`src/design/uline_pkg.sv`:
```
package uline_pkg;

   localparam int LEN_W  = 6;
   localparam int BYTE_W = 8;

   typedef enum logic [1:0] {
      KIND_BYTE  = 2'd0,
      KIND_ENTER = 2'd1,
      KIND_BACK  = 2'd2,
      KIND_FUNC  = 2'd3
   } kind_type;

   typedef enum logic [1:0] {
      STAT_IGNORED = 2'd0,
      STAT_TAKEN   = 2'd1,
      STAT_LINE    = 2'd2
   } status_type;

   typedef enum logic [2:0] {
      ST_IDLE,
      ST_DECODE,
      ST_BK_RD,
      ST_BK_CHK,
      ST_BK_FIN,
      ST_SUB_RD,
      ST_SUB_DATA
   } state_type;

   localparam logic [7:0] KEY_LF      = 8'd10;
   localparam logic [7:0] KEY_CR      = 8'd13;
   localparam logic [7:0] KEY_DEL     = 8'd127;
   localparam logic [7:0] KEY_SPACE   = 8'd32;
   localparam logic [7:0] KEY_TILDE   = 8'd126;
   localparam logic [7:0] CONT_LOW    = 8'h80;
   localparam logic [7:0] CONT_HIGH   = 8'hBF;
   localparam logic [7:0] CONT_MASK   = 8'hC0;
   localparam logic [7:0] LEAD2_LOW   = 8'hC2;
   localparam logic [7:0] LEAD3_LOW   = 8'hE0;
   localparam logic [7:0] LEAD4_LOW   = 8'hF0;
   localparam logic [7:0] LEAD_END    = 8'hF8;

   // Number of continuation bytes a lead byte announces; zero for no valid lead.
   function automatic logic [1:0] cont_needed(input logic [7:0] b);
      logic [1:0] n;
      n = 2'd0;
      if (b >= LEAD2_LOW && b < LEAD3_LOW) begin
         n = 2'd1;
      end else if (b >= LEAD3_LOW && b < LEAD4_LOW) begin
         n = 2'd2;
      end else if (b >= LEAD4_LOW && b < LEAD_END) begin
         n = 2'd3;
      end
      return n;
   endfunction

endpackage

```
`src/design/utf8_line_input_buffer_top.sv`:
```
// Line editor fed one key event per word. Printable ASCII and complete UTF-8 sequences are
// stored in a single-port-read RAM of LINE_BYTES-1 bytes; a sequence that would not fit is
// dropped whole. Enter returns the line one byte per word with tlast on the final byte (or one
// empty-line word) and clears it; backspace removes the last code point. A new key is taken
// whenever the editor is idle, even while a result still waits in the output register. A
// backspace reads the line RAM back from the end, once per byte looked at, until it finds the
// start of the last character; an enter reads it once per line byte. Any step that loads a
// result waits while the output register is full and its result is not being taken.
// No clearing pass runs after reset.
module utf8_line_input_buffer_top
   import uline_pkg::*;
   #(parameter int LINE_BYTES = 64)
   (input  logic        clock,
    input  logic        reset,
    input  logic        req_tvalid,
    output logic        req_tready,
    input  logic [7:0]  req_tdata,   // key_byte
    input  logic [1:0]  req_tuser,   // special_key
    output logic        rsp_tvalid,
    input  logic        rsp_tready,
    output logic [23:0] rsp_tdata,   // line_byte, line_length, char_count, zero padding
    output logic [2:0]  rsp_tuser,   // status, line_empty
    output logic        rsp_tlast);  // last_of_line

   localparam int DEPTH = LINE_BYTES - 1;
   localparam int AW    = $clog2(DEPTH);
   localparam logic [LEN_W:0] LIMIT = (LEN_W + 1)'(LINE_BYTES - 1);

   state_type          state_ff, state_in;
   logic [7:0]         key_ff;
   kind_type           kind_ff;
   logic [LEN_W-1:0]   length_ff, length_in;
   logic [LEN_W-1:0]   points_ff, points_in;
   logic [2:0]         pend_ff, pend_in;
   logic [1:0]         need_ff, need_in;
   logic [LEN_W-1:0]   idx_ff, idx_in;

   logic               rsp_valid_ff, rsp_valid_in;
   status_type         rsp_status_ff, rsp_status_in;
   logic [7:0]         rsp_byte_ff, rsp_byte_in;
   logic               rsp_empty_ff, rsp_empty_in;
   logic               rsp_last_ff, rsp_last_in;
   logic [LEN_W-1:0]   rsp_len_ff, rsp_len_in;
   logic [LEN_W-1:0]   rsp_pts_ff, rsp_pts_in;

   logic               wr_en;
   logic [AW-1:0]      wr_addr;
   logic               rd_en;
   logic [AW-1:0]      rd_addr;
   logic [7:0]         rd_data;

   logic               out_free;
   logic               load;
   logic               is_enter;
   logic               is_back;
   logic               is_cont;
   logic [LEN_W:0]     seq_addr;
   logic [2:0]         pend_next;
   logic [1:0]         lead_need;

   uline_ram #(.WIDTH(BYTE_W), .DEPTH(DEPTH)) u_line_ram (
      .clock   (clock),
      .wr_en   (wr_en),
      .wr_addr (wr_addr),
      .wr_data (key_ff),
      .rd_en   (rd_en),
      .rd_addr (rd_addr),
      .rd_data (rd_data));

   assign out_free   = !rsp_valid_ff || rsp_tready;
   assign req_tready = (state_ff == ST_IDLE);
   assign is_enter   = (kind_ff == KIND_ENTER) ||
                       (kind_ff == KIND_BYTE && (key_ff == KEY_LF || key_ff == KEY_CR));
   assign is_back    = (kind_ff == KIND_BACK) || (kind_ff == KIND_BYTE && key_ff == KEY_DEL);
   assign is_cont    = (kind_ff == KIND_BYTE) && key_ff >= CONT_LOW && key_ff <= CONT_HIGH;
   assign seq_addr   = {1'b0, length_ff} + (LEN_W + 1)'(pend_ff);
   assign pend_next  = pend_ff + 3'd1;
   assign lead_need  = cont_needed(key_ff);

   always_ff @(posedge clock) begin
      if (reset) begin
         state_ff     <= ST_IDLE;
         length_ff    <= '0;
         points_ff    <= '0;
         pend_ff      <= '0;
         need_ff      <= '0;
         rsp_valid_ff <= 1'b0;
      end else begin
         state_ff     <= state_in;
         length_ff    <= length_in;
         points_ff    <= points_in;
         pend_ff      <= pend_in;
         need_ff      <= need_in;
         rsp_valid_ff <= rsp_valid_in;
      end
   end

   always_ff @(posedge clock) begin
      if (req_tvalid && req_tready) begin
         key_ff  <= req_tdata;
         kind_ff <= kind_type'(req_tuser);
      end
      idx_ff <= idx_in;
      if (load) begin
         rsp_status_ff <= rsp_status_in;
         rsp_byte_ff   <= rsp_byte_in;
         rsp_empty_ff  <= rsp_empty_in;
         rsp_last_ff   <= rsp_last_in;
         rsp_len_ff    <= rsp_len_in;
         rsp_pts_ff    <= rsp_pts_in;
      end
   end

   always_comb begin
      state_in      = state_ff;
      length_in     = length_ff;
      points_in     = points_ff;
      pend_in       = pend_ff;
      need_in       = need_ff;
      idx_in        = idx_ff;
      load          = 1'b0;
      rsp_status_in = STAT_TAKEN;
      rsp_byte_in   = '0;
      rsp_empty_in  = 1'b0;
      rsp_last_in   = 1'b1;
      rsp_len_in    = length_ff;
      rsp_pts_in    = points_ff;
      wr_en         = 1'b0;
      wr_addr       = seq_addr[AW-1:0];
      rd_en         = 1'b0;
      rd_addr       = idx_ff[AW-1:0];

      unique case (state_ff)
         ST_IDLE: begin
            if (req_tvalid) begin
               state_in = ST_DECODE;
            end
         end
         ST_DECODE: begin
            if (out_free) begin
               state_in = ST_IDLE;
               if (is_enter) begin
                  pend_in = '0;
                  need_in = '0;
                  if (length_ff == '0) begin
                     load          = 1'b1;
                     rsp_status_in = STAT_LINE;
                     rsp_empty_in  = 1'b1;
                  end else begin
                     idx_in   = '0;
                     state_in = ST_SUB_RD;
                  end
               end else if (is_back) begin
                  pend_in = '0;
                  need_in = '0;
                  if (length_ff == '0) begin
                     load = 1'b1;
                  end else begin
                     idx_in   = length_ff - 1'b1;
                     state_in = ST_BK_RD;
                  end
               end else if (need_ff != '0 && is_cont) begin
                  load    = 1'b1;
                  wr_en   = (seq_addr < LIMIT);
                  pend_in = pend_next;
                  need_in = need_ff - 2'd1;
                  if (need_ff == 2'd1) begin
                     pend_in = '0;
                     if (({1'b0, length_ff} + (LEN_W + 1)'(pend_next)) <= LIMIT) begin
                        length_in = length_ff + LEN_W'(pend_next);
                        points_in = points_ff + 1'b1;
                     end
                  end
                  rsp_len_in = length_in;
                  rsp_pts_in = points_in;
               end else begin
                  load    = 1'b1;
                  pend_in = '0;
                  need_in = '0;
                  wr_addr = length_ff[AW-1:0];
                  if (kind_ff == KIND_BYTE && key_ff >= CONT_LOW) begin
                     if (lead_need != '0) begin
                        wr_en   = ({1'b0, length_ff} < LIMIT);
                        pend_in = 3'd1;
                        need_in = lead_need;
                     end else begin
                        rsp_status_in = STAT_IGNORED;
                     end
                  end else if (kind_ff == KIND_BYTE && key_ff >= KEY_SPACE &&
                               key_ff <= KEY_TILDE && {1'b0, length_ff} < LIMIT) begin
                     wr_en      = 1'b1;
                     length_in  = length_ff + 1'b1;
                     points_in  = points_ff + 1'b1;
                     rsp_len_in = length_in;
                     rsp_pts_in = points_in;
                  end else begin
                     rsp_status_in = STAT_IGNORED;
                  end
               end
            end
         end
         ST_BK_RD: begin
            if (idx_ff == '0) begin
               state_in = ST_BK_FIN;
            end else begin
               rd_en    = 1'b1;
               state_in = ST_BK_CHK;
            end
         end
         ST_BK_CHK: begin
            if ((rd_data & CONT_MASK) == CONT_LOW) begin
               idx_in   = idx_ff - 1'b1;
               state_in = ST_BK_RD;
            end else begin
               state_in = ST_BK_FIN;
            end
         end
         ST_BK_FIN: begin
            if (out_free) begin
               load      = 1'b1;
               length_in = idx_ff;
               if (points_ff != '0) begin
                  points_in = points_ff - 1'b1;
               end
               rsp_len_in = length_in;
               rsp_pts_in = points_in;
               state_in   = ST_IDLE;
            end
         end
         ST_SUB_RD: begin
            rd_en    = 1'b1;
            state_in = ST_SUB_DATA;
         end
         ST_SUB_DATA: begin
            if (out_free) begin
               load          = 1'b1;
               rsp_status_in = STAT_LINE;
               rsp_byte_in   = rd_data;
               rsp_len_in    = '0;
               rsp_pts_in    = '0;
               rsp_last_in   = (idx_ff + 1'b1 == length_ff);
               if (rsp_last_in) begin
                  length_in = '0;
                  points_in = '0;
                  state_in  = ST_IDLE;
               end else begin
                  idx_in   = idx_ff + 1'b1;
                  state_in = ST_SUB_RD;
               end
            end
         end
         default: begin
            state_in = ST_IDLE;
         end
      endcase

      rsp_valid_in = load || (rsp_valid_ff && !rsp_tready);
   end

   assign rsp_tvalid = rsp_valid_ff;
   assign rsp_tdata  = {4'b0, rsp_pts_ff, rsp_len_ff, rsp_byte_ff};
   assign rsp_tuser  = {rsp_empty_ff, rsp_status_ff};
   assign rsp_tlast  = rsp_last_ff;

endmodule

```
`src/design/uline_ram.sv`:
```
module uline_ram
   #(parameter int WIDTH = 8,
     parameter int DEPTH = 63)
   (input  logic                     clock,
    input  logic                     wr_en,
    input  logic [$clog2(DEPTH)-1:0] wr_addr,
    input  logic [WIDTH-1:0]         wr_data,
    input  logic                     rd_en,
    input  logic [$clog2(DEPTH)-1:0] rd_addr,
    output logic [WIDTH-1:0]         rd_data);

   logic [WIDTH-1:0] mem_ff [DEPTH];
   logic [WIDTH-1:0] rd_data_ff;

   always_ff @(posedge clock) begin
      if (wr_en) begin
         mem_ff[wr_addr] <= wr_data;
      end
      if (rd_en) begin
         rd_data_ff <= mem_ff[rd_addr];
      end
   end

   assign rd_data = rd_data_ff;

endmodule

```
`config.mk`:
```
export PLATFORM = sky130hd
export DESIGN_NAME = utf8_line_input_buffer_top
export DESIGN_NICKNAME = d
export VERILOG_FILES = /design/src/design/uline_pkg.sv /design/src/design/utf8_line_input_buffer_top.sv /design/src/design/uline_ram.sv
export SDC_FILE = /design/constraint.sdc
export NUM_CORES = 1
export LEC_CHECK = 0
export BUFFER_PORTS_ARGS = -buffer_cell sky130_fd_sc_hd__clkbuf_2
export CAP_MARGIN = 10
export CORE_ASPECT_RATIO = 1.25
export CORE_MARGIN = 4
export CORE_UTILIZATION = 50
export CTS_CLUSTER_SIZE = 25
export DETAILED_ROUTE_END_ITERATION = 8
export PLACE_DENSITY = 0.66
export SETUP_SLACK_MARGIN = 0.4
export SKIP_CTS_REPAIR_TIMING = 1
export SLEW_MARGIN = 20
export SYNTH_ARGS = -nofsm -noshare
export SYNTH_HDL_FRONTEND = slang
export SYNTH_HIERARCHICAL = 1
export SYNTH_SLANG_ARGS = --single-unit
```
`constraint.sdc`:
```
create_clock -name clock -period 4.82 [get_ports clock]
set_input_delay 0.241 -clock clock [delete_from_list [all_inputs] [get_ports clock]]
set_output_delay 0.241 -clock clock [all_outputs]
set_load 0.1 [all_outputs]
```
==> summary.md <==
| Metric | Value |
|---|---|
| Status | `completed` |
| Top cell by count, worst path | `nand2_1` |
| Clock group share of total power | `37.4%` |
| Syn Area/Cell | `16.71 um2` |
| Worst r2r src | `key_ff[0]` |
| Die footprint | `0.05211 mm2` |
| Crit path DAT | `4.24 ns` |
| Simple-gate share of the synthesized area | `6.816%` |
| Critical path startpoint | `key_ff[0]` |
| Setup violators final | `0` |
| Register bit total from synthesis | `573` |
| Post-synthesis sequential area ratio | `70.09%` |
| Largest delay contributor family on the critical path | `simple AND/OR/NAND/NOR gates` |
| Flop2flop setup slack | `0.78 ns` |
| Min Tclk post-route | `4.043 ns` |
| Critical path class | `reg2reg` |
| Final Cell Area | `0.02713 mm2` |
| Setup crit end kind | `flop` |
| Yosys warns | `6` |
| Largest family of logic cells by synthesized area | `multiplexers` |
| Die H | `254.2 um` |
| Setup TNS Final | `0 ns` |
| Xor and xnor fraction of the mapped netlist area | `0.8308%` |
| Worst vdd ir | `265.9 uV` |
| Final net count | `1577` |
| Post-route ant nets | `0` |
| Initial antenna violation count | `0` |
| Synthesized area | `0.02425 mm2` |
| Diode count | `0` |
| CP peak stage delay | `0.67 ns` |
| Ys flop type | `edfxtp_1` |
| GPL Wtd Cong | `0.8901` |
| Largest net degree at the start of global routing | `61` |
| Max-cap viol count | `0` |
| Adder-cell share of the synthesized area | `1.042%` |
| Root Buffer | `clkbuf_16` |
| Req. time, crit path | `5.02 ns` |
| Routed len/inst | `26.24 um` |
| Async SR Flop Fraction | `0%` |
| Static leakage | `8.882 nW` |
| Initial Util | `51.00%` |
| Total gr overflow | `0` |
| Max Slew Vio Count | `0` |
| Worst skew pair latency | `0.58 ns` |
| DRC | `0` |
| Total chip power | `0.01086 W` |
| Post-Route Utilization | `57.07%` |
| EDFF count, synth | `552` |
| First-pass GRT wire length | `87.31 mm` |
| Share of cells above drive strength 1 | `19.67%` |
| Max Fclk | `247.3 MHz` |
| Pwr dens | `400.3 mW/mm2` |
| Sequential power share | `51.7%` |
| Buf/Inv on CP | `0` |
| Mux cell area share after synthesis | `11.95%` |
| Worst hold margin | `0.1863 ns` |
| CP Max Fanout | `12` |
| Tcrit/Tclk final | `83.89%` |
| Port Buffer Count | `39` |
| RSZ-0062 raised after global routing | `no` |
| Die W | `205.0 um` |
| Worst Tran Pin Value | `1.041 ns` |
| Comb pwr share | `10.9%` |
| Worst Hold Class | `in2reg` |
| Hpwl dp | `38.12 mm` |
| Clock Sinks | `573` |
| Core box area | `0.04755 mm2` |
| Clk_skew | `0.02201 ns` |
| Switching Share | `23.96%` |
| CTS H-tree depth | `2` |
| CP cell instances | `and3b_1 > o2111a_1 > o32ai_2 > nand2_1 > nor2_4 > mux2_2 > nor2b_1 > nand2_1 > nor2_1` |
| Synth Area in Compound Gates | `6.852%` |
| CP max stage cell | `nor2_1` |
| Via density | `6.195` |
| Internal | `0.008261 W` |
| Worst hold start | `rsp_tready` |
| Drt first pass iters | `8` |
| Fill cells | `3661` |
| Critical Path Source Type | `flop` |
| Vias in the first global route | `13748` |
| CTS tree | `done` |
| Total vias in the final route | `13740` |
| Maximum clock path buffer count | `3` |
| Final Hold Fails | `0` |
| Top Ports | `44` |
| Dpl cell area | `0.02537 mm2` |
| Synthesis-to-finish area growth | `11.90%` |
| 1st-iter DRT viols | `1370` |
| Netlist cell types | `79` |
| GRT Resource Usage Total | `22.41%` |
| Slew HR | `30.57%` |
| Worst-path clk slew | `0.06 ns` |
| Drt total wl | `58.20 mm` |
| Post-synthesis instance total | `1451` |
| Rows | `89` |
| Psw | `0.002602 W` |
| Inserted Clock Buffers | `53` |
==> state kept, by name (all words and copies together) (netlist names), 6 cells and up <==
signal / cells
key_ff: 8
rsp_byte_ff: 8
points_ff: 6
u_line_ram/mem_ff: 504
idx_ff: 6
rsp_pts_ff: 6
u_line_ram/rd_data: 8
rsp_len_ff: 6
length_ff: 6
==> kinds of logic after synthesis <==
| logic type | count (synthesis) |
|---|---|
| flops | 573 |
| mux | 143 |
| xor+xnor | 23 |
| other cells | 1 |
| simple gates | 343 |
| fa+ha+maj | 19 |
| buf+inv | 108 |
| compound gates | 241 |
==> worst min-delay path, stage by stage <==
cell,delay [ns]
clkbuf_2,0.09
nor2b_1,0.04
buf_4,0.19
nand2_1,0.08
a221oi_1,0.06
==> metrics by stage <==
stage | cells | setup slack [ns]
2_1_floorplan | 1454 | 0.5859
3_3_place_gp | 2116 | 0.9998
3_5_place_dp | 2116 | 0.8381
4_1_cts | 2208 | 0.8033
5_1_grt | 2218 | 0.6183
6_report | 2218 | 0.7765
==> power by group through the flow <==
| stage | Combinational, W | Clock (W) | Sequential (W) |
|---|---|---|---|
| floorplan | 0.000685 | 0 | 0.00587 |
| global placement | 0.00116 | 0 | 0.00572 |
| detailed placement | 0.00118 | 0 | 0.00573 |
| CTS | 0.00118 | 0.00414 | 0.00562 |
| global route | 0.00125 | 0.00436 | 0.00562 |
| finish | 0.00118 | 0.00406 | 0.00562 |
==> area by class of cell <==
type	count	area [um2]	area share, %
inverter	14	52.55	0.1937
clock inverter	29	296.5	1.093
timing repair buffer	129	945.9	3.486
clock buffer	63	1364	5.026
sequential	573	17000	62.64
tap	637	797.0	2.937
multi-input combinational	773	6683	24.63
==> cells in the final DEF, fill, tap and decap left out, types with 7 or more instances in the layout <==
master | Yosys | final
a211o_1 | 7 | 7
a211oi_1 | 15 | 15
a21oi_1 | 57 | 57
a221oi_1 | 10 | 10
a22oi_1 | 32 | 32
and2_1 | 8 | 8
and3_1 | 12 | 12
buf_4 | 12 | 76
clkbuf_1 | 43 | 10
clkbuf_16 | 0 | 53
clkbuf_2 | 1 | 39
clkinv_1 | 0 | 14
clkinv_2 | 0 | 7
dfxtp_1 | 21 | 21
dlygate4sd3_1 | 0 | 10
edfxtp_1 | 552 | 552
ha_1 | 17 | 17
inv_1 | 13 | 13
mux2i_1 | 28 | 28
mux4_1 | 13 | 13
mux4_2 | 100 | 100
nand2_1 | 74 | 74
nand2b_1 | 15 | 15
nand3_1 | 25 | 25
nor2_1 | 119 | 118
nor2b_1 | 19 | 19
nor3_1 | 29 | 29
o21ai_0 | 32 | 32
o22ai_1 | 22 | 22
xnor2_1 | 14 | 14
xor2_1 | 9 | 9
==> final timing paths <==
| check | to | cells past startpoint |
|---|---|---|
| worst max-delay path | u_line_ram/mem_ff[20][7] | 9 |
| worst min-delay path | state_ff[0] | 5 |
| worst max register to register | u_line_ram/mem_ff[20][7] | 9 |
| worst min register to register | need_ff[1] | 2 |
==> cells in the mapped netlist, types with 4 or more instances <==
cell	n	area (um2)
a211o_1	7	61.31
a211oi_1	15	112.6
a21o_1	4	30.03
a21oi_1	57	285.3
a221oi_1	10	87.58
a22oi_1	32	240.2
a31oi_1	6	37.54
and2_1	8	50.05
and3_1	12	75.07
buf_1	9	33.78
buf_2	18	90.09
buf_4	12	90.09
buf_6	8	90.09
clkbuf_1	43	161.4
dfxtp_1	21	420.4
edfxtp_1	552	16580
ha_1	17	212.7
inv_1	13	48.80
mux2i_1	28	280.3
mux4_1	13	341.6
mux4_2	100	2252
nand2_1	74	277.8
nand2b_1	15	93.84
nand3_1	25	125.1
nand3b_1	6	45.04
nor2_1	119	446.7
nor2b_1	19	118.9
nor3_1	29	145.1
nor4_1	6	37.54
o21ai_0	32	160.2
o221ai_1	6	52.55
o22ai_1	22	137.6
o32a_1	4	40.04
or2_2	5	31.28
xnor2_1	14	122.6
xor2_1	9	78.83
==> metal layers <==
layer	wire, um	track usage [%]	part of all wire (%)	vias up
met1	22210	29.05	38	7029
met4	2944	10.13	5.1	0
met2	29570	38.31	51	569
met5	0	0	0	-
li1	-	-	-	5998
met3	3480	2.874	6.0	144
Power figures use the tool's default switching activity.
